===== src/sv/vre_pkg.sv =====
// Shared types and constants for the Verlet residual error block.
// Used by the divider and the top level; no dependencies.
package vre_pkg;

  localparam int MAX_PARTICLES_DEF = 64;
  localparam int NUM_DIMS_DEF      = 2;

  localparam int POS_W     = 32;
  localparam int PART_W    = 6;
  localparam int SLOT_W    = 2;
  localparam int CFG_IDX_W = 2;
  localparam int IN_DATA_W = 72;
  localparam int ERR_W     = 64;

  localparam logic [SLOT_W-1:0] SLOT_PREV = 2'd0;
  localparam logic [SLOT_W-1:0] SLOT_CUR  = 2'd1;
  localparam logic [SLOT_W-1:0] SLOT_NEXT = 2'd2;
  localparam logic [SLOT_W-1:0] SLOT_NONE = 2'd3;

  localparam logic [CFG_IDX_W-1:0] REG_AMP = 2'd0;
  localparam logic [CFG_IDX_W-1:0] REG_DT2 = 2'd1;

  localparam logic [31:0] AMP_RESET = 32'h0001_0000;
  localparam logic [31:0] DT2_RESET = 32'h0001_0000;

  // r^4 floor of 1e-16 in unsigned Q64.64.
  localparam logic [127:0] R4_FLOOR  = 128'd1845;
  localparam logic [63:0]  FORCE_MAX = 64'h3FFF_FFFF_FFFF_FFFF;

  // Pair force numerator is |A|*|d| shifted up by 51, always below 2^114.
  localparam int NUM_SHIFT = 51;
  localparam int DIV_NUM_W = 114;
  localparam int DIV_DEN_W = 128;

endpackage


===== src/sv/vre_div.sv =====
// Restoring divider, one quotient bit per cycle, for the pair force magnitude.
// Depends on vre_pkg for the operand widths.
module vre_div (
  input  logic                            clk_i,
  input  logic                            rst_ni,
  input  logic                            start_i,
  input  logic [vre_pkg::DIV_NUM_W-1:0]   num_i,
  input  logic [vre_pkg::DIV_DEN_W-1:0]   den_i,
  output logic                            busy_o,
  output logic                            done_o,
  output logic [vre_pkg::DIV_NUM_W-1:0]   quot_o
);
  import vre_pkg::*;

  localparam int CntW = $clog2(DIV_NUM_W);

  logic                 busy_q, busy_d;
  logic                 done_q, done_d;
  logic [CntW-1:0]      cnt_q, cnt_d;
  logic [DIV_NUM_W-1:0] work_q, work_d;
  logic [DIV_NUM_W-1:0] rem_q, rem_d;
  logic [DIV_DEN_W-1:0] den_q, den_d;

  logic [DIV_NUM_W:0]   shifted;
  logic [DIV_DEN_W-1:0] shifted_ext;
  logic [DIV_DEN_W-1:0] diff;
  logic                 ge;

  // The quotient bits shift into the numerator register as its bits leave.
  always_comb begin
    shifted     = {rem_q, work_q[DIV_NUM_W-1]};
    shifted_ext = {{(DIV_DEN_W-DIV_NUM_W-1){1'b0}}, shifted};
    ge          = shifted_ext >= den_q;
    diff        = shifted_ext - den_q;
    busy_d = busy_q;
    done_d = 1'b0;
    cnt_d  = cnt_q;
    work_d = work_q;
    rem_d  = rem_q;
    den_d  = den_q;
    if (start_i && !busy_q) begin
      busy_d = 1'b1;
      cnt_d  = '0;
      work_d = num_i;
      rem_d  = '0;
      den_d  = den_i;
    end else if (busy_q) begin
      work_d = {work_q[DIV_NUM_W-2:0], ge};
      rem_d  = ge ? diff[DIV_NUM_W-1:0] : shifted[DIV_NUM_W-1:0];
      cnt_d  = cnt_q + 1'b1;
      if (cnt_q == CntW'(DIV_NUM_W-1)) begin
        busy_d = 1'b0;
        done_d = 1'b1;
      end
    end
  end

  always_ff @(posedge clk_i or negedge rst_ni) begin
    if (!rst_ni) begin
      busy_q <= 1'b0;
      done_q <= 1'b0;
      cnt_q  <= '0;
    end else begin
      busy_q <= busy_d;
      done_q <= done_d;
      cnt_q  <= cnt_d;
    end
  end

  always_ff @(posedge clk_i) begin
    work_q <= work_d;
    rem_q  <= rem_d;
    den_q  <= den_d;
  end

  assign busy_o = busy_q;
  assign done_o = done_q;
  assign quot_o = work_q;

`ifndef NO_ASSERTIONS
  a_done_ends_busy: assert property (@(posedge clk_i) disable iff (!rst_ni)
    done_q |-> !busy_q && $past(busy_q))
    else $error("divider done without a finished run");
  a_busy_count: assert property (@(posedge clk_i) disable iff (!rst_ni)
    (busy_q && cnt_q != CntW'(DIV_NUM_W-1)) |=> busy_q)
    else $error("divider stopped early");
  a_start_idle: assert property (@(posedge clk_i) disable iff (!rst_ni)
    (start_i && !busy_q) |=> busy_q && cnt_q == '0)
    else $error("divider failed to start");
`endif

endmodule


===== config.mk =====
export PLATFORM = sky130hd
export DESIGN_NAME = vre_div
export DESIGN_NICKNAME = d
export VERILOG_FILES = /design/src/sv/vre_pkg.sv /design/src/sv/vre_div.sv
export SDC_FILE = /design/constraint.sdc
export NUM_CORES = 1
export LEC_CHECK = 0
export BUFFER_PORTS_ARGS = -buffer_cell sky130_fd_sc_hd__buf_4
export CAP_MARGIN = 20
export CORE_MARGIN = 3
export CORE_UTILIZATION = 41
export DETAILED_ROUTE_END_ITERATION = 8
export PLACE_DENSITY = 0.72
export SYNTH_ARGS = -nofsm -noshare
export SYNTH_HDL_FRONTEND = slang
export SYNTH_SLANG_ARGS = --single-unit

===== constraint.sdc =====
create_clock -name clk_i -period 6.4 [get_ports clk_i]
set_input_delay 0.64 -clock clk_i [delete_from_list [all_inputs] [get_ports clk_i]]
set_output_delay 0.64 -clock clk_i [all_outputs]
set_load 0.01 [all_outputs]

==> out/metrics.csv <==
metric;value;unit
status;finished clean;
routedWlPerCell;19.04;um
critical_path_peak_fanout;38;
drtAntennaViolNets;0;
met3_length;5134;um
yosys-top-cells-area;edfxtp_1 (35%), dfxtp_1 (11%), nand2_1 (9.7%), ha_1 (7.0%), a21oi_1 (4.3%);
fmax;191.6;MHz
synth.net_count;2680;
place.gp.congestion;0.9595;
fin_crit_sh;81.56;%
route.detailed.drc;0;
hold_start;den_i[39];
synth-async-reset-ratio;2.466;%
nets;2980;
dieArea;0.05389;mm2
rows;82;
dp_slack;1270;ps
synth_top_cell_area_share;34.66;%
hold_viol_final;0;
start_util;41.62;%
highest_layer;met5;
r2r_start;quot_o[113]$_DFFE_PP_;
grt_pass1_vias;18200;
drt_iter0_markers;1226;
antenna_found_initial;3;
setup_viol;0;
post-route-min-period;5220;ps
port_buffers;360;
synth_cell_type_count;80;
grt_max_degree;140;
critPathTopFamily;compound AO/OA/AOI/OAI gates;
synth_area;0.02097;mm2
arrival;5700;ps
ys_top_cells_by_count;nand2_1 (544), edfxtp_1 (242), a21oi_1 (180);
end_kind;register;
grt_util_all_layers;22.73;%
ys_dominant_reg_cell;edfxtp_1;
crit_buf_inv;3;
syn_inst;2317;
yosys_register_bits;365;
cap_violations;0;
dr.pass1.iters;6;
fin_ws;1180;ps
path_class;register to register;
wl_met1;25360;um
start_kind;register;
layout-drive-gt1-share;17.59;%
cts_tree;built;
setup_tns;0;ps
syn_avg_cell_area;9.050;um2
boundaryPins;361;
grt_pass1_wl;97680;um
grt_overflow;0;
nFillCells;4655;
power;11.00;mW
cts_sinks;365;
rsz0062_at_grt;no;
clock-root-buffer;clkbuf_16;
clockBufferDepth;3;
worstHoldPathType;primary input to register;
cp_slowest_cell;and2_1;
numCtsBuffers;43;
critPathMostFrequentCell;inv_1;
die-width;232.2;um
synth_seq_area_share;46.61;%
tightest_slew;1126;ps
met2WireLength;29750;um
drt-total-wl;63240;um
dpl.hpwl;47260;um
skew;14.63;ps
slowest_delay;940;ps
num_vias;18140;
powerDensity;430.0;mW/mm2
synth_edf_count;242;
area_delta_synth_final;22.02;%
h-tree-depth;2;
synth_most_common_cell;nand2_1;
post_cts_resized;0;
yosys.area.top_type;edfxtp_1;
ys_warn_count;0;
leakagePower;11.51;nW
peakVddDrop;0.3028;mV
drv_slew;0;
critPathRequiredTime;6880;ps
core-area;0.05038;mm2
die_h;232.2;um
critPathLaunch;quot_o[113]$_DFFE_PP_;
vias_per_cell;5.461;
path_cells;inv_1 -> ha_1 -> inv_1 -> fa_1 -> a21o_1 -> nand4_1 -> and3_1 -> o21ai_1 -> a211oi_2 -> a21oi_2 -> a31oi_4 -> o31ai_4 -> o311a_1 -> o41ai_4 -> buf_4 -> and2_1 -> a22oi_1 -> o21ai_0;
insertion_delay;570;ps
clk_pin_slew_worst_paths;60;ps
max_slew_margin;24.93;%
cells by family (layout without fill, tap and decap cells):
| logic type | after synthesis | count (layout) | synth area share, % |
|---|---|---|---|
| compound gates | 671 | 671 | 20.78 |
| xor+xnor | 111 | 111 | 4.636 |
| fa+ha+maj | 118 | 118 | 7.077 |
| buf+inv | 271 | 603 | 5.126 |
| flops | 365 | 365 | 46.61 |
| mux | 3 | 3 | 0.1551 |
| other cells | 0 | 1 | 0 |
| simple gates | 778 | 778 | 15.61 |
cells in the final DEF, fill, tap and decap left out, types with 5 or more instances in the layout:
cell and n:
nand2_1 544, buf_4 369, edfxtp_1 242, a21oi_1 180, o21ai_0 165, inv_1 152
ha_1 117, dfxtp_1 114, a22o_1 78, nor2_1 76, xnor2_1 71, a21o_1 50
nand4_1 44, clkbuf_16 44, xor2_1 40, o21ai_1 34, o21bai_1 27, nand3_1 24
a22oi_1 23, nor3_1 21, o21a_1 18, nor2b_1 16, nand2b_1 13, a31oi_1 12
o31ai_1 10, clkbuf_1 10, a21boi_0 9, nor4_1 8, dfrtp_1 8, or3_1 7
and3_1 7, clkinv_1 7, o211ai_1 6, clkinv_2 6, bufinv_16 6, a21oi_2 5
o221ai_1 5
per-stage QoR:
stage / util, % / cell area, um2 / std cells / hold slack [ps]
final: 50.79 / 25590 / 3322 / 241.7
after global routing: 50.78 / 25580 / 3321 / 210.9
after CTS: 50.75 / 25560 / 3320 / 200.7
after detailed placement: 47.90 / 24130 / 3242 / 476.3
after global placement: 47.90 / 24130 / 3242 / 470.7
after floorplan: - / 20970 / 2317 / 344.4
final cells by class:
type / count / area, um2 / area share (%)
tap: 672 / 840.8 / 3.286
multi-input combinational: 1681 / 10130 / 39.61
clock inverter: 22 / 269.0 / 1.051
clock buffer: 55 / 1152 / 4.504
sequential: 365 / 9778 / 38.22
inverter: 154 / 588.1 / 2.298
timing repair buffer: 372 / 2820 / 11.02
antenna: 1 / 2.502 / 0.009780
timing repair:
item | in CTS | in global routing
buffers inserted | 0 | 0
hold endpoints to repair | 9 | 0
hold buffers | 1 | 0
flip-flops by register name (all words and copies together), names as in the netlist:
register and flops:
den_q 128, quot_o 114, rem_q 114, cnt_q 7, busy_o 1, done_o 1
report_power, final:
part	total, mW	switching (mW)	internal [mW]
Sequential	3.86	0.543	3.32
Clock	2.52	1.01	1.51
Combinational	4.62	2.63	2.00
Total	11.0	4.18	6.83
layer usage:
layer	global-route usage [%]	vias to the layer above
met5	0	-
met2	37.86	647
met3	6.330	135
met4	10.30	4
li1	-	8806
met1	27.34	8548
path summary, 6_finish.rpt:
| check | to | slack (ps) | depth (start not counted) |
|---|---|---|---|
| worst min register to register | rem_q[74]$_SDFFE_PP0P_ | 480 | 2 |
| worst min-delay path | den_q[39]$_DFFE_PP_ | 240 | 1 |
| min in group asynchronous | done_o$_DFF_PN0_ | 430 | 2 |
| worst max-delay path | rem_q[83]$_SDFFE_PP0P_ | 1180 | 18 |
| worst max register to register | rem_q[83]$_SDFFE_PP0P_ | 1180 | 18 |
| max in group asynchronous | busy_o$_DFF_PN0_ | 5790 | 2 |
(Power assumes the default switching activity.)
